File: config.mk
export PLATFORM = sky130hd
export DESIGN_NAME = srq_clocked_two_byte_link
export DESIGN_NICKNAME = d
export VERILOG_FILES = /design/src/hw/rtl/srqlink_pkg.sv /design/src/hw/rtl/srqlink_step.sv /design/src/hw/rtl/srq_clocked_two_byte_link.sv
export SDC_FILE = /design/constraint.sdc
export NUM_CORES = 1
export LEC_CHECK = 0
export ABC_AREA = 1
export BUFFER_PORTS_ARGS = -buffer_cell sky130_fd_sc_hd__buf_4
export CAP_MARGIN = 0
export CORE_ASPECT_RATIO = 0.75
export CORE_MARGIN = 2
export CORE_UTILIZATION = 62
export CTS_CLUSTER_SIZE = 20
export DETAILED_ROUTE_END_ITERATION = 12
export PLACE_DENSITY = 0.83
export SYNTH_ARGS = -nofsm -noshare
export SYNTH_HDL_FRONTEND = slang
export SYNTH_SLANG_ARGS = --single-unit
File: constraint.sdc
create_clock -name i_clk -period 3.2 [get_ports i_clk]
set_input_delay 0.8 -clock i_clk [delete_from_list [all_inputs] [get_ports i_clk]]
set_output_delay 0.8 -clock i_clk [all_outputs]
set_load 0.02 [all_outputs]
File: src/hw/rtl/srqlink_pkg.sv
// types, codes and constants shared by the srq two byte link
package srqlink_pkg;

    localparam int unsigned CfgWidth   = 8;
    localparam int unsigned CfgIdxBits = 2;

    localparam logic [CfgWidth-1:0] SetupReset  = 8'd10;
    localparam logic [CfgWidth-1:0] HoldReset   = 8'd31;
    localparam logic [CfgWidth-1:0] SettleReset = 8'd6;

    localparam logic [CfgIdxBits-1:0] CFG_SETUP  = 2'd0;
    localparam logic [CfgIdxBits-1:0] CFG_HOLD   = 2'd1;
    localparam logic [CfgIdxBits-1:0] CFG_SETTLE = 2'd2;

    localparam logic [1:0] REQ_TICK  = 2'd0;
    localparam logic [1:0] REQ_WRITE = 2'd1;
    localparam logic [1:0] REQ_READ  = 2'd2;

    localparam logic [3:0] PH_IDLE       = 4'd0;
    localparam logic [3:0] PH_W_WAIT     = 4'd1;
    localparam logic [3:0] PH_W_SETUP    = 4'd2;
    localparam logic [3:0] PH_W_HOLD     = 4'd3;
    localparam logic [3:0] PH_R_WAIT_SET = 4'd4;
    localparam logic [3:0] PH_R_WAIT_REL = 4'd5;
    localparam logic [3:0] PH_R_SETTLE   = 4'd6;

    localparam logic [3:0] BitsPerByte = 4'd8;

    typedef struct packed {
        logic [1:0] req_type;
        logic [7:0] tx_first;
        logic [7:0] tx_second;
        logic       srq_asserted;
        logic       data_asserted;
        logic       clk_asserted;
        logic       abort_wait;
    } t_in_item;

    typedef struct packed {
        logic       drive_srq;
        logic       drive_data;
        logic       drive_clk;
        logic       busy_res;
        logic       done_res;
        logic       aborted;
        logic [7:0] rx_first;
        logic [7:0] rx_second;
    } t_out_item;

    typedef struct packed {
        logic [CfgWidth-1:0] setup_ticks;
        logic [CfgWidth-1:0] hold_ticks;
        logic [CfgWidth-1:0] settle_ticks;
    } t_cfg;

    typedef struct packed {
        logic [3:0] phase;
        logic       byte_index;
        logic [3:0] bits_left;
        logic [7:0] shift_byte;
        logic [7:0] second_tx_byte;
        logic [7:0] delay_count;
        logic [7:0] first_rx_byte;
        logic       drv_srq;
        logic       drv_data;
        logic       drv_clk;
    } t_state;

endpackage

File: src/hw/rtl/srqlink_step.sv
// next state and result of the link for one bus tick
module srqlink_step (
    input  srqlink_pkg::t_state    i_state,
    input  srqlink_pkg::t_cfg      i_cfg,
    input  srqlink_pkg::t_in_item  i_item,
    output srqlink_pkg::t_state    o_state,
    output srqlink_pkg::t_out_item o_result
);
    import srqlink_pkg::*;

    t_state     s;
    logic       done;
    logic       abo;
    logic [7:0] rxa;
    logic [7:0] rxb;
    logic [3:0] bits_dec;
    logic [7:0] rx_shift;

    assign bits_dec = i_state.bits_left - 4'd1;
    assign rx_shift = {i_state.shift_byte[6:0], ~i_item.data_asserted};

    always_comb begin
        s    = i_state;
        done = 1'b0;
        abo  = 1'b0;
        rxa  = '0;
        rxb  = '0;
        unique case (i_state.phase)
            PH_IDLE: begin
                if (i_item.req_type == REQ_WRITE) begin
                    s.shift_byte     = i_item.tx_first;
                    s.second_tx_byte = i_item.tx_second;
                    s.byte_index     = 1'b0;
                    s.bits_left      = BitsPerByte;
                    s.phase          = PH_W_WAIT;
                end else if (i_item.req_type == REQ_READ) begin
                    s.drv_data   = 1'b0;
                    s.drv_clk    = 1'b1;
                    s.shift_byte = '0;
                    s.byte_index = 1'b0;
                    s.bits_left  = BitsPerByte;
                    s.phase      = PH_R_WAIT_SET;
                end
            end
            PH_W_WAIT: begin
                if (i_state.byte_index == i_item.clk_asserted ? 1'b0 : 1'b1) begin
                    s.bits_left   = BitsPerByte;
                    s.drv_srq     = 1'b1;
                    s.drv_data    = ~i_state.shift_byte[7];
                    s.shift_byte  = {i_state.shift_byte[6:0], 1'b0};
                    s.delay_count = i_cfg.setup_ticks;
                    s.phase       = PH_W_SETUP;
                end else if (i_item.abort_wait) begin
                    s.phase = PH_IDLE;
                    done    = 1'b1;
                    abo     = 1'b1;
                end
            end
            PH_W_SETUP: begin
                if (i_state.delay_count == '0) begin
                    s.drv_srq     = 1'b0;
                    s.delay_count = i_cfg.hold_ticks;
                    s.phase       = PH_W_HOLD;
                end else begin
                    s.delay_count = i_state.delay_count - 8'd1;
                end
            end
            PH_W_HOLD: begin
                if (i_state.delay_count != '0) begin
                    s.delay_count = i_state.delay_count - 8'd1;
                end else begin
                    s.bits_left = bits_dec;
                    if (bits_dec != '0) begin
                        s.drv_srq     = 1'b1;
                        s.drv_data    = ~i_state.shift_byte[7];
                        s.shift_byte  = {i_state.shift_byte[6:0], 1'b0};
                        s.delay_count = i_cfg.setup_ticks;
                        s.phase       = PH_W_SETUP;
                    end else if (!i_state.byte_index) begin
                        s.byte_index = 1'b1;
                        s.shift_byte = i_state.second_tx_byte;
                        s.phase      = PH_W_WAIT;
                    end else begin
                        s.phase = PH_IDLE;
                        done    = 1'b1;
                    end
                end
            end
            PH_R_WAIT_SET: begin
                if (i_item.srq_asserted) begin
                    s.phase = PH_R_WAIT_REL;
                end
            end
            PH_R_WAIT_REL: begin
                if (!i_item.srq_asserted) begin
                    s.delay_count = i_cfg.settle_ticks;
                    s.phase       = PH_R_SETTLE;
                end
            end
            PH_R_SETTLE: begin
                if (i_state.delay_count != '0) begin
                    s.delay_count = i_state.delay_count - 8'd1;
                end else begin
                    s.shift_byte = rx_shift;
                    s.bits_left  = bits_dec;
                    if (bits_dec != '0) begin
                        s.phase = PH_R_WAIT_SET;
                    end else if (!i_state.byte_index) begin
                        s.first_rx_byte = rx_shift;
                        s.shift_byte    = '0;
                        s.byte_index    = 1'b1;
                        s.bits_left     = BitsPerByte;
                        s.drv_clk       = 1'b0;
                        s.phase         = PH_R_WAIT_SET;
                    end else begin
                        rxa     = i_state.first_rx_byte;
                        rxb     = rx_shift;
                        s.phase = PH_IDLE;
                        done    = 1'b1;
                    end
                end
            end
            default: begin
                s.phase = PH_IDLE;
            end
        endcase
    end

    assign o_state = s;

    always_comb begin
        o_result.drive_srq  = s.drv_srq;
        o_result.drive_data = s.drv_data;
        o_result.drive_clk  = s.drv_clk;
        o_result.busy_res   = (s.phase != PH_IDLE);
        o_result.done_res   = done;
        o_result.aborted    = abo;
        o_result.rx_first   = rxa;
        o_result.rx_second  = rxb;
    end

endmodule

File: src/hw/rtl/srq_clocked_two_byte_link.sv
// top level of the srq clocked two byte serial link host
//
//  channel | direction | handshake              | payload
//  in      | to block  | i_in_valid / o_in_stall | t_in_item, one bus tick
//  out     | from block| o_out_valid / i_out_stall| t_out_item, one per tick
//  cfg     | to block  | i_cfg_valid / o_cfg_ready| index and 8 bit data
//
// one request per clock unless in stalls; its result is registered on acceptance
// link state and the output register are updated in the same cycle as acceptance
// in stalls only while a result is held and out is stalled
// synchronous active low reset clears link state and restores register defaults
module srq_clocked_two_byte_link (
    input  logic                                     i_clk,
    input  logic                                     i_rst_n,
    input  logic                                     i_in_valid,
    output logic                                     o_in_stall,
    input  srqlink_pkg::t_in_item                    i_in_data,
    output logic                                     o_out_valid,
    input  logic                                     i_out_stall,
    output srqlink_pkg::t_out_item                   o_out_data,
    input  logic                                     i_cfg_valid,
    output logic                                     o_cfg_ready,
    input  logic [srqlink_pkg::CfgIdxBits-1:0]       i_cfg_index,
    input  logic [srqlink_pkg::CfgWidth-1:0]         i_cfg_data
);
    import srqlink_pkg::*;

    t_cfg      r_cfg;
    t_state    r_state;
    t_state    n_state;
    t_out_item r_out;
    t_out_item n_out;
    logic      r_out_valid;
    logic      in_fire;

    assign o_in_stall  = r_out_valid & i_out_stall;
    assign in_fire     = i_in_valid & ~o_in_stall;
    assign o_cfg_ready = 1'b1;

    srqlink_step u_step (
        .i_state  (r_state),
        .i_cfg    (r_cfg),
        .i_item   (i_in_data),
        .o_state  (n_state),
        .o_result (n_out)
    );

    always_ff @(posedge i_clk) begin
        if (!i_rst_n) begin
            r_cfg.setup_ticks  <= SetupReset;
            r_cfg.hold_ticks   <= HoldReset;
            r_cfg.settle_ticks <= SettleReset;
        end else if (i_cfg_valid && o_cfg_ready) begin
            unique case (i_cfg_index)
                CFG_SETUP:  r_cfg.setup_ticks  <= i_cfg_data;
                CFG_HOLD:   r_cfg.hold_ticks   <= i_cfg_data;
                CFG_SETTLE: r_cfg.settle_ticks <= i_cfg_data;
                default: ;
            endcase
        end
    end

    always_ff @(posedge i_clk) begin
        if (!i_rst_n) begin
            r_state     <= '0;
            r_out_valid <= 1'b0;
        end else begin
            if (in_fire) begin
                r_state <= n_state;
            end
            if (in_fire) begin
                r_out_valid <= 1'b1;
            end else if (!i_out_stall) begin
                r_out_valid <= 1'b0;
            end
        end
    end

    always_ff @(posedge i_clk) begin
        if (in_fire) begin
            r_out <= n_out;
        end
    end

    assign o_out_valid = r_out_valid;
    assign o_out_data  = r_out;

`ifndef SYNTHESIS
    a_done_not_busy: assert property (@(posedge i_clk) disable iff (!i_rst_n)
        o_out_valid |-> !(o_out_data.done_res && o_out_data.busy_res))
        else $error("done reported while still busy");

    a_abort_with_done: assert property (@(posedge i_clk) disable iff (!i_rst_n)
        (o_out_valid && o_out_data.aborted) |-> o_out_data.done_res)
        else $error("abort flag without done");

    a_rx_only_on_done: assert property (@(posedge i_clk) disable iff (!i_rst_n)
        (o_out_valid && !o_out_data.done_res) |->
            (o_out_data.rx_first == '0 && o_out_data.rx_second == '0))
        else $error("received bytes shown without done");

    a_bits_bound: assert property (@(posedge i_clk) disable iff (!i_rst_n)
        r_state.bits_left <= BitsPerByte)
        else $error("bit counter out of range");

    a_stall_only_full: assert property (@(posedge i_clk) disable iff (!i_rst_n)
        o_in_stall |-> o_out_valid)
        else $error("input stalled with empty output register");
`endif

endmodule
* Yosys cells after proc, flatten, opt, wreduce, memory -nomap -nowiden
Cells that the tools add are included. Widths: inputs -> output; s select.
Storage, ports and cells: word-level logic and storage cells 124, output and inout port bits 25, flip-flop bits (word level) 91, input bits 37
Operators by class: bitwise logic cells 9, $add $sub $neg 2, mux-type cells 49, reductions and logical operators 20, eq/ne operators 22
Operators with widths (number):
- $mux 17 | 4
- $mux 8 | 8
- $pmux 12 s4 | 1
- $pmux 8 s5 | 1
- $mux 4 | 7
- $pmux 4 s7 | 1
- $mux 12 | 2
- $reduce_and 7->1 | 2
- $mux 1 | 13
- $mux 13 | 1
- $eq 4x3->1 const B | 3
- $ne 2x2->1 const B | 6
- $reduce_and 6->1 | 2
- $reduce_bool 4->1 | 3
- $mux 2 | 5
- $pmux 1 s3 | 3
- $eq 4x2->1 const B | 2
- $logic_not 8->1 | 1
- $reduce_bool 8->1 | 1
- $sub 8x1->8 const B | 1
- $not 1->1 | 7
- $ne 3x1->1 const B | 2
- $reduce_and 2->1 | 3
- $reduce_and 5->1 | 1
- 17 further kinds | 22

* Depth between registers and ports, before layout
Gate-level depths: netlist of the first run.
word-level depth 6, mapped depth 14, depth with buffers taken out 14

* Cells and area by module
Synthesis of the first run repeated with hierarchy kept, for this count alone.
Second synthesis, totals: cell total of the unflattened synthesis 876, area total of the unflattened synthesis 5796.8 um2
Modules (own cells, without submodules):
- srq_clocked_two_byte_link | cells each 415, sequential area each 2042.0 um2, instances 1, area each 3618.5 um2
- srqlink_step | cells each 461, sequential area each 0.0 um2, instances 1, area each 2178.3 um2

* Least setup slack after synthesis of the first run
OpenSTA, ideal clock, no wires.
path type input-to-reg, from input port i_out_stall, to register r_state[42] (netlist bit), arrival time 2.234 ns, library setup time 0.111 ns, required time 3.089 ns, stages on the path 7, buffers on the path 1, slack 0.856 ns, path through nand2_1 > nand2_1 > inv_1 > clkbuf_1 > nand4_1 > nand2_1 > inv_1
On the way: cells in the longest elaborated chain, start to end 3
Ends and longest elaborated chain:
- from (decl) | line srq_clocked_two_byte_link.sv:19 | input logic i_out_stall,
- $and 1x1->1 | line srq_clocked_two_byte_link.sv:36 | assign o_in_stall = r_out_valid & i_out_stall;
- $not 1->1 | line srq_clocked_two_byte_link.sv:37 | assign in_fire = i_in_valid & ~o_in_stall;
- $and 1x1->1 | line srq_clocked_two_byte_link.sv:37
- named net in_fire | line srq_clocked_two_byte_link.sv:34 | logic in_fire;
- to (signal assigned) | line srq_clocked_two_byte_link.sv:69 | r_state <= n_state;
- to (decl) | line srq_clocked_two_byte_link.sv:29 | t_state r_state;
The timed path passes the listed nets, and every way through them passes these cells. A chain may end at the register's enable or synchronous reset.

==> impl_metrics.env, run 1 <==
export IMPL_outcome="complete, no violations"
export IMPL_worst_pin_slew_ns=0.658
export IMPL_netSwitchingPower_mw=0.900
export IMPL_worstHoldStart="r_state[5]"
export IMPL_fmax_mhz=437
export IMPL_slew_limit_headroom_pct=55.8
export IMPL_required_ns=3.30
export IMPL_cts_repair_resized=0
export IMPL_place_ws_ns=0.658
export IMPL_yosys_top_cells_count="nand2_1, nor2_1, inv_1"
export IMPL_whs_endpoint="r_state[5]"
export IMPL_die_h_um=80.8
export IMPL_synth_distinct_cells=35
export IMPL_synthFlopType="dfxtp_1"
export IMPL_fill_cells=609
export IMPL_synth_area_top_cells="dfxtp_1, edfxtp_1, nand2_1"
export IMPL_clk_pin_slew_ns=0.10
export IMPL_io_pins=62
export IMPL_critPathKind="reg2reg"
export IMPL_slew_violations=0
export IMPL_p_leak_nw=2.61
export IMPL_fin_skew_ns=0.0101
export IMPL_vias=4811
export IMPL_fin_nets=789
export IMPL_antenna_cells=0
export IMPL_rsz0062_at_grt="false"
export IMPL_cp_slowest_cell="dfxtp_1"
export IMPL_fp_dieW_um=106
export IMPL_cap_violations=0
export IMPL_grt_pass1_wl_um=21300
export IMPL_grt_pass1_vias=4384
export IMPL_top_layer="met4"
export IMPL_cts_tree="done"
export IMPL_drtIter0Drc=547
export IMPL_critPathTopFamily="simple AND/OR/NAND/NOR gates"
export IMPL_routed_wl_met2_um=5740
export IMPL_drtPass1Iterations=5
export IMPL_ant_nets=0
export IMPL_post_cts_buffers=0
export IMPL_routed_wl_um=13300
export IMPL_max_stage_delay_ns=0.34
export IMPL_r2r_cells=11
export IMPL_critPathBufInv=2
export IMPL_gr_total_overflow=0
export IMPL_holdPathStages=2
export IMPL_end_kind="flip-flop"
export IMPL_grtUsageTotal_pct=32.3
export IMPL_drive_above_1_share_pct=18.5
export IMPL_synth_top_area_share_pct=28.3
export IMPL_viasPerCell=5.64
export IMPL_cts_num_sinks=91
export IMPL_r2r_end="o_out_data[18]"
export IMPL_fin_crit_sh_pct=71.5
export IMPL_crit_fanout=9
export IMPL_place_congestion=0.955
export IMPL_setup_tns_ns=0
export IMPL_cp_data_arrival_time_ns=2.38
export IMPL_antenna_found_initial=0
export IMPL_irDropWorstVdd_mv=0.289
export IMPL_path_cells="inv_1 > ha_1 > inv_1 > nand2_1 > nand3_1 > nor2_4 > nand2_2 > o21ai_0 > nand2_1 > nor2_1 > nand3_1"
export IMPL_avgSynthCellArea_um2=7.07
export IMPL_syn_cell_area_um2=4880
export IMPL_async_reset_ff_share_pct=0
export IMPL_drc=0
export IMPL_core_area_um2=7500
export IMPL_numCtsBuffers=9
export IMPL_cts_root_buf="clkbuf_8"
export IMPL_h_tree_depth=3
export IMPL_cts_buffer_depth=2
export IMPL_hold_viol=0
export IMPL_initial_core_util_pct=65.1
export IMPL_power_density_nw_per_um2=475
export IMPL_grt_max_degree=58
export IMPL_yosys_warnings=0
export IMPL_hold_path_class="reg2reg"
export IMPL_syn_nets=732
export IMPL_period_minus_slack_ns=2.29
export IMPL_rows=27
export IMPL_ys_seq_area_share_pct=41.8
export IMPL_wire_per_inst_um=15.6
export IMPL_synth_top_area_cell="dfxtp_1"
export IMPL_port_buffers=60
export IMPL_clkPwrFrac_pct=28.8
export IMPL_intPower_mw=1.74
export IMPL_hpwl_um=9780
export IMPL_clk_latency_ns=0.38
export IMPL_dieArea_um2=8600
export IMPL_setup_slack_ns=0.913
export IMPL_synth_edff_count=22
export IMPL_dr_wl_met3_um=1660
export IMPL_syn_inst=690
export IMPL_finalSetupViolCount=0
export IMPL_cts_hold_buf=0
export IMPL_start_kind="flip-flop"
export IMPL_seq_power_share_pct=49.1
export IMPL_area_delta_synth_final_pct=13.9
export IMPL_swShare_pct=34.1
export IMPL_pwr_share_comb_pct=22.0
export IMPL_post_synth_top_count_cell="nand2_1"
export IMPL_m1WireLength_um=5750
export IMPL_rrSetupSlack_ns=0.91
export IMPL_r2r_start="r_state[35]"
export IMPL_ys_seq_elements=91
==> kinds of logic after synthesis <==
logic type	share of synthesized area [%]
fa+ha+maj	1.28
buf+inv	9.08
simple gates	36.3
compound gates	10.7
flops	41.8
other cells	0.0768
xor+xnor	0.718
==> cells in the final DEF (no fill, tap or decap), types with 2 or more instances in the layout <==
master    synthesis  layout
a21oi_2           3       3
nand3b_1          2       2
clkbuf_8          0       9
o21ai_1           5       5
clkinv_4          0       2
nand3_1          48      48
dfxtp_1          69      69
inv_6             0       2
nor2_4            7       7
inv_8             0       2
nand2_4           5       5
buf_4             3      62
nor3_2            2       2
xor2_1            4       4
o21ai_0          50      50
nor2_1          106     106
inv_1            75      75
inv_2            12      12
nand4_1           6       6
nor2_2           14      14
nand2_1         174     174
ha_1              5       5
o211ai_1          4       4
clkinv_2          2       2
nand2_2           9       9
a21oi_1          35      35
edfxtp_1         22      22
nor2_8            2       2
nor3_1            5       5
nand3_4           3       3
==> tightest hold or removal path, delay by kind of cell (launching register included) <==
family	cells	cell delay (ns)
flops	1	0.31
buf+inv	1	0.06
compound gates	1	0.05
==> metrics by stage <==
stage / instance area (um2) / power [mW] / utilization [%] / std cells / hold slack, ns
after floorplan: 4880 / 1.70 / - / 690 / 0.429
after global placement: 5370 / 1.86 / 71.6 / 837 / 0.440
after detailed placement: 5370 / 1.88 / 71.6 / 837 / 0.445
after CTS: 5560 / 2.62 / 74.1 / 853 / 0.465
after global routing: 5560 / 2.75 / 74.1 / 853 / 0.488
final: 5560 / 2.64 / 74.1 / 853 / 0.463
==> cell type report <==
class                      instances  area, um2  share of cell area, %
clock inverter                     7       65.1                   1.17
sequential                        91       2040                   36.7
timing repair buffer              62        465                   8.37
multi-input combinational        493       2390                   43.1
inverter                          90        340                   6.12
clock buffer                       9        124                   2.23
tap                              101        126                   2.27
==> how the worst max path moves through the flow <==
stage	depth (start not counted)	from	slack, ns	endpoint
4_1_cts	11	r_state[35]	1.01	o_out_data[18]
5_1_grt	11	r_state[35]	0.66	o_out_data[18]
3_3_place_gp	8	i_in_data[21]	0.84	r_state[26]
3_5_place_dp	8	i_out_stall	0.66	r_state[4]
6_report	11	r_state[35]	0.91	o_out_data[18]
2_1_floorplan	7	i_out_stall	0.86	r_state[42]
==> registers in the layout (all words and copies together) (netlist names) <==
register / flops
o_out_data: 22
r_cfg: 24
o_out_valid: 1
r_state: 44
==> per-layer routing <==
metal  GRT usage [%]  up-vias
met2            49.6      282
met3            7.46       30
met5               0        -
met1            46.0     2197
li1                -     2302
met4            9.48        0
==> power groups by stage <==
stage               clock, mW  combinational [mW]  sequential [mW]
floorplan                   0               0.374             1.33
global placement            0               0.537             1.32
detailed placement          0               0.560             1.32
CTS                     0.757               0.566             1.29
global route            0.810               0.639             1.30
finish                  0.761               0.582             1.30
No activity file was read; power rests on OpenSTA's default activity.
==> inputs of run 2 (changes only) <==
- ABC_AREA: 1 -> 0
- CORE_UTILIZATION: 62 -> 52
- PLACE_DENSITY: 0.83 -> 0.74
- clock period: 3.2 -> 2 ns (I/O delays scaled with it)
==> run 2 against run 1 <==
Against the previous run: the flow now finishes with violations (negative setup slack); highest routed layer unchanged; synthesized cell count is 26% lower; first-iteration DRC count down 24%; die area rose by 15%; critical endpoint is now r_state[27]; worst setup slack lost 0.98 ns; final area grew 22%; fmax is 11% higher; register-to-register slack got worse by 0.98 ns.
==> impl_metrics.env, run 2 <==
export IMPL_drtPass1Iterations=5
export IMPL_post_synth_top_count_cell="dfxtp_1"
export IMPL_rrSetupSlack_ns=-0.07
export IMPL_fp_dieW_um=114
export IMPL_end_kind="flip-flop"
export IMPL_fin_skew_ns=0.00690
export IMPL_gr_total_overflow=0
export IMPL_hold_path_class="in2reg"
export IMPL_syn_nets=552
export IMPL_ant_nets=0
export IMPL_crit_start="r_state[13]"
export IMPL_synth_xor_area_share_pct=1.29
export IMPL_largest_register_ffs=44
export IMPL_outcome="finished, violations left"
export IMPL_core_area_um2=8970
export IMPL_r2r_start="r_state[13]"
export IMPL_async_reset_ff_share_pct=0
export IMPL_drive_above_1_share_pct=41.7
export IMPL_hpwl_um=9830
export IMPL_rows=30
export IMPL_synth_distinct_cells=76
export IMPL_synth_top_area_cell="dfxtp_1"
export IMPL_synth_adder_area_share_pct=1.32
export IMPL_r2r_cells=8
export IMPL_final_common_cell="buf_4"
export IMPL_syn_cell_area_um2=4750
export IMPL_syn_inst=510
export IMPL_required_ns=2.24
export IMPL_swShare_pct=29.1
export IMPL_numCtsBuffers=9
export IMPL_synth_area_top_cells="dfxtp_1, edfxtp_1, mux2i_1"
export IMPL_yosys_warnings=0
export IMPL_viasPerCell=5.98
export IMPL_port_buffers=60
export IMPL_clkPwrFrac_pct=34.0
export IMPL_cp_data_arrival_time_ns=2.31
export IMPL_die_h_um=86.7
export IMPL_grt_pass1_wl_um=21500
export IMPL_grt_pass1_vias=4260
export IMPL_critPathKind="reg2reg"
export IMPL_intPower_mw=3.34
export IMPL_start_kind="flip-flop"
export IMPL_place_ws_ns=-0.140
export IMPL_irDropWorstVdd_mv=0.505
export IMPL_power_density_nw_per_um2=697
export IMPL_power_mw=4.71
export IMPL_routed_wl_um=14600
export IMPL_area_delta_synth_final_pct=42.5
export IMPL_wire_per_inst_um=18.6
export IMPL_antenna_cells=0
export IMPL_place_congestion=0.968
export IMPL_setup_slack_ns=-0.0660
export IMPL_vias=4685
export IMPL_muxShareOfSynthArea_pct=6.96
export IMPL_fin_crit_sh_pct=103
export IMPL_crit_fanout=6
export IMPL_r2r_end="r_state[27]"
export IMPL_synth_simple_area_share_pct=24.4
export IMPL_period_minus_slack_ns=2.07
export IMPL_cap_violations=0
export IMPL_ys_seq_area_share_pct=43.0
export IMPL_pwr_share_comb_pct=22.6
export IMPL_finalSetupViolCount=23
export IMPL_hold_viol=0
export IMPL_h_tree_depth=3
export IMPL_synth_top_family_by_area="simple AND/OR/NAND/NOR gates"
export IMPL_cts_root_buf="clkbuf_16"
export IMPL_p_leak_nw=2.82
export IMPL_synth_top_area_share_pct=29.1
export IMPL_fmax_mhz=484
export IMPL_grt_max_degree=38
export IMPL_io_pins=62
export IMPL_ys_seq_elements=91
export IMPL_synth_edff_count=22
export IMPL_final_cell_mix="buf_4, dfxtp_1, nand2_1, mux2i_1, nor2b_1"
export IMPL_synth_compound_area_share_pct=18.8
export IMPL_grtUsageTotal_pct=27.7
export IMPL_rsz0062_at_grt="true"
export IMPL_dieArea_um2=9920
export IMPL_violations="negative setup slack"
export IMPL_slew_violations=0
export IMPL_cts_tree="done"
export IMPL_cts_buffer_depth=2
export IMPL_initial_core_util_pct=52.9
export IMPL_netSwitchingPower_mw=1.37
export IMPL_avgSynthCellArea_um2=9.31
export IMPL_cts_num_sinks=91
export IMPL_yosys_top_cells_count="dfxtp_1, nand2_1, mux2i_1, nor2b_1, o21ai_0"
export IMPL_antenna_found_initial=0
export IMPL_seq_power_share_pct=43.4
export IMPL_crit_end="r_state[27]"
export IMPL_synthFlopType="dfxtp_1"
export IMPL_clk_latency_ns=0.35
export IMPL_drc=0
export IMPL_clk_pin_slew_ns=0.07
export IMPL_drtIter0Drc=415
export IMPL_top_register="r_state"
export IMPL_fin_nets=708
## run 2: cell count changes after synthesis, sizes merged, moves of 33 or more
cell and delta:
inv -73, mux2i +33, nand2 -138, nand3 -39
nor2 -105, nor2b +33
## run 2: area by class of cell
class                           instances  area [um2]
Fill cell                             580        2210
Tap cell                              112         140
Sequential cell                        91        2070
Clock buffer                            9         225
Inverter                               14        55.1
Clock inverter                          7        50.0
Multi-Input combinational cell        376        2830
Timing Repair Buffer                  174        1400
## run 2: worst min-delay path by stage
stage          slack (ns)     endpoint       start  depth (start not counted)
2_1_floorplan        0.44   r_state[2]  r_state[2]                          2
5_1_grt              0.37  o_out_valid  i_in_valid                          2
6_report             0.37  o_out_valid  i_in_valid                          2
3_3_place_gp         0.45   r_state[2]  r_state[2]                          2
4_1_cts              0.36  o_out_valid  i_in_valid                          2
3_5_place_dp         0.46   r_state[2]  r_state[2]                          2
## run 2: logic make-up (layout without fill, tap and decap cells)
group           count (synthesis)  in the layout
simple gates                  199            199
xor+xnor                        7              7
compound gates                131            131
other cells                     1              1
flops                          91             91
buf+inv                        43            204
fa+ha+maj                       5              5
mux                            33             33
## run 2: power groups by stage
stage,clock (mW),combinational [mW],sequential (mW)
3_3_place_gp,0,0.850,2.08
2_1_floorplan,0,0.461,2.09
3_5_place_dp,0,0.873,2.08
5_1_grt,1.69,1.13,2.05
6_report,1.60,1.06,2.04
4_1_cts,1.61,0.932,2.04
## run 2: critical path: stages, from the launching register on
cell,delay [ns]
dfxtp_2,0.33
or3_4,0.41
buf_6,0.14
nor3_4,0.22
nor2_4,0.07
a211oi_4,0.36
buf_6,0.19
o211ai_1,0.09
o211a_1,0.15
## run 2: stage by stage
| stage | setup TNS (ns) | instance area, um2 | util [%] | instances | hold slack [ns] |
|---|---|---|---|---|---|
| 6_report | -0.604 | 6770 | 75.4 | 783 | 0.366 |
| 5_1_grt | -2.51 | 6770 | 75.4 | 783 | 0.366 |
| 4_1_cts | -0.302 | 6400 | 71.4 | 772 | 0.361 |
| 3_5_place_dp | -2.10 | 5930 | 66.1 | 747 | 0.463 |
| 3_3_place_gp | -1.30 | 5930 | 66.1 | 747 | 0.450 |
| 2_1_floorplan | 0 | 4770 | - | 510 | 0.437 |
## run 2: what timing repair did
| item | CTS | global route |
|---|---|---|
| hold buffers | 0 | 0 |
| pin swaps | 17 | 20 |
| buffers inserted | 8 | 9 |
| gates cloned | 1 | 2 |
| endpoints found under the setup margin | 38 | 47 |
| resized for setup | 37 | 72 |
## run 2: layer usage
layer  share of wire [%]  GRT usage (%)
met1                  45           40.2
met3                 8.6           5.66
met5                   0              0
met4                 1.6           7.54
met2                  45           41.9
==> inputs of run 3 (changes only) <==
- SKIP_LAST_GASP: not set -> 1
==> run 3 against run 2 <==
Against the previous run: the flow still finishes with violations (negative setup slack); global-route usage about the same; count of clock-buffer cells in the layout unchanged; worst setup slack worse by 0.12 ns; clock skew up 0.0011 ns; final area up 0.15%; register-to-register slack worse by 0.12 ns; via count up 2.2%; routed wire length up 3.4%; total power up 0.28%; die area unchanged; fmax down 5.4%.
==> impl_metrics.env, run 3 (synthesized netlist as in run 2, its figures left out) <==
export IMPL_worst_pin_slew_ns=0.523
export IMPL_crit_fanout=15
export IMPL_power_density_nw_per_um2=698
export IMPL_crit_top_cell="buf_4"
export IMPL_fill_cells=579
export IMPL_wire_per_inst_um=19.2
export IMPL_clk_latency_ns=0.35
export IMPL_grt_pass1_vias=4266
export IMPL_p_leak_nw=2.83
export IMPL_final_util_pct=75.5
export IMPL_outcome="finished, violations left"
export IMPL_rsz0062_at_grt="true"
export IMPL_hold_path_class="in2reg"
export IMPL_fin_crit_sh_pct=109
export IMPL_critPathKind="reg2reg"
export IMPL_final_common_cell="buf_4"
export IMPL_viasPerCell=6.09
export IMPL_end_kind="flip-flop"
export IMPL_fmax_mhz=458
export IMPL_period_minus_slack_ns=2.18
export IMPL_max_stage_delay_ns=0.39
export IMPL_slew_violations=0
export IMPL_grt_max_degree=38
export IMPL_area_delta_synth_final_pct=42.7
export IMPL_cap_violations=0
export IMPL_fin_skew_ns=0.00798
export IMPL_grtUsageTotal_pct=27.7
export IMPL_drtIter0Drc=591
export IMPL_cts_root_buf="clkbuf_16"
export IMPL_cts_num_sinks=91
export IMPL_setup_slack_ns=-0.184
export IMPL_numCtsBuffers=9
export IMPL_cts_tree="done"
export IMPL_hpwl_um=9830
export IMPL_place_ws_ns=-0.140
export IMPL_cts_hold_buf=0
export IMPL_slew_limit_headroom_pct=64.7
export IMPL_final_cells=786
export IMPL_drive_above_1_share_pct=41.2
export IMPL_io_pins=62
export IMPL_hold_viol=0
export IMPL_finalSetupViolCount=33
export IMPL_cp_data_arrival_time_ns=2.40
export IMPL_numPlacedInstances=747
export IMPL_die_h_um=86.7
export IMPL_ant_nets=0
export IMPL_path_cells="inv_4 > ha_4 > o21bai_4 > o211ai_1 > buf_4 > nand4_1 > buf_4 > nor2_2 > buf_6 > and2_1"
export IMPL_rows=30
export IMPL_grt_pass1_wl_um=21400
export IMPL_required_ns=2.21
export IMPL_fin_nets=711
export IMPL_antenna_cells=0
export IMPL_final_cell_mix="buf_4, dfxtp_1, nand2_1, mux2i_1, nor2b_1"
export IMPL_violations="negative setup slack"
export IMPL_h_tree_depth=3
export IMPL_port_buffers=60
export IMPL_vias=4789
export IMPL_routed_wl_um=15100
export IMPL_start_kind="flip-flop"
export IMPL_irDropWorstVdd_mv=0.509
export IMPL_place_congestion=0.968
export IMPL_drc=0
export IMPL_largest_register_ffs=44
export IMPL_gr_total_overflow=0
export IMPL_clk_pin_slew_ns=0.07
export IMPL_initial_core_util_pct=52.9
export IMPL_core_area_um2=8970
export IMPL_fp_dieW_um=114
export IMPL_dieArea_um2=9920
export IMPL_cts_buffer_depth=2
export IMPL_top_register="r_state"
export IMPL_antenna_found_initial=0
export IMPL_drtPass1Iterations=5
export IMPL_cp_slowest_cell="dfxtp_4"
-- run 3: cell types whose count changed in the layout (fill, tap and decap cells not counted), moves of 3 or more --
cell,change
and2_1,+9
and2_4,-9
buf_6,+3
nand2_1,-3
nand2_2,+3
-- run 3: what timing repair did --
item,4_1_cts,5_1_grt
cloned,1,1
endpoints found under the setup margin,38,47
pin swaps,15,23
resized for setup,32,71
buffers inserted,8,13
-- run 3: path summary, 6_finish.rpt --
| kind | to | slack (ns) | startpoint | depth (start not counted) |
|---|---|---|---|---|
| worst max-delay path | o_out_data[3] | -0.18 | r_state[36] | 10 |
| worst min-delay path | o_out_valid | 0.36 | i_in_valid | 2 |
| worst max register to register | o_out_data[3] | -0.18 | r_state[36] | 10 |
| worst min register to register | r_state[2] | 0.48 | r_state[2] | 2 |
-- run 3: per-layer routing --
| metal | global-route usage [%] | vias to the layer above | share of wire (%) |
|---|---|---|---|
| li1 | - | 2168 | - |
| met1 | 40.1 | 2325 | 43 |
| met2 | 42.2 | 268 | 46 |
| met3 | 5.52 | 28 | 9.1 |
| met4 | 7.54 | 0 | 1.7 |
| met5 | 0 | - | 0 |
-- run 3: worst max-delay path, delay by kind of cell, from the launching register on --
kind                       cells  cell delay [ns]
and+or+nand+nor                3             0.50
AOI/OAI and AO/OA              2             0.35
buffers and inverters          4             0.63
DFF                            1             0.39
adders and majority gates      1             0.16
-- run 3: through the flow --
step	TNS, ns	hold WS, ns	power (mW)	area, um2
after floorplan	0	0.437	2.56	4770
after global placement	-1.30	0.450	2.93	5930
after detailed placement	-2.10	0.463	2.95	5930
after CTS	-0.449	0.361	4.58	6390
after global routing	-4.50	0.366	4.88	6780
final	-3.18	0.364	4.73	6780
-- run 3: layout make-up --
| class | instances | area (um2) | area share, % |
|---|---|---|---|
| multi-input combinational | 376 | 2800 | 41.3 |
| inverter | 14 | 57.6 | 0.849 |
| clock buffer | 9 | 225 | 3.32 |
| sequential | 91 | 2070 | 30.5 |
| clock inverter | 7 | 50.0 | 0.739 |
| tap | 112 | 140 | 2.07 |
| timing repair buffer | 177 | 1440 | 21.2 |
-- run 3: power by group --
part | leakage (nW) | internal (mW) | total [mW] | switching, mW
sequential | 0.788 | 1.97 | 2.05 | 0.0743
clock | 0.142 | 0.852 | 1.61 | 0.753
combinational | 1.90 | 0.522 | 1.08 | 0.555
total | 2.83 | 3.34 | 4.73 | 1.38
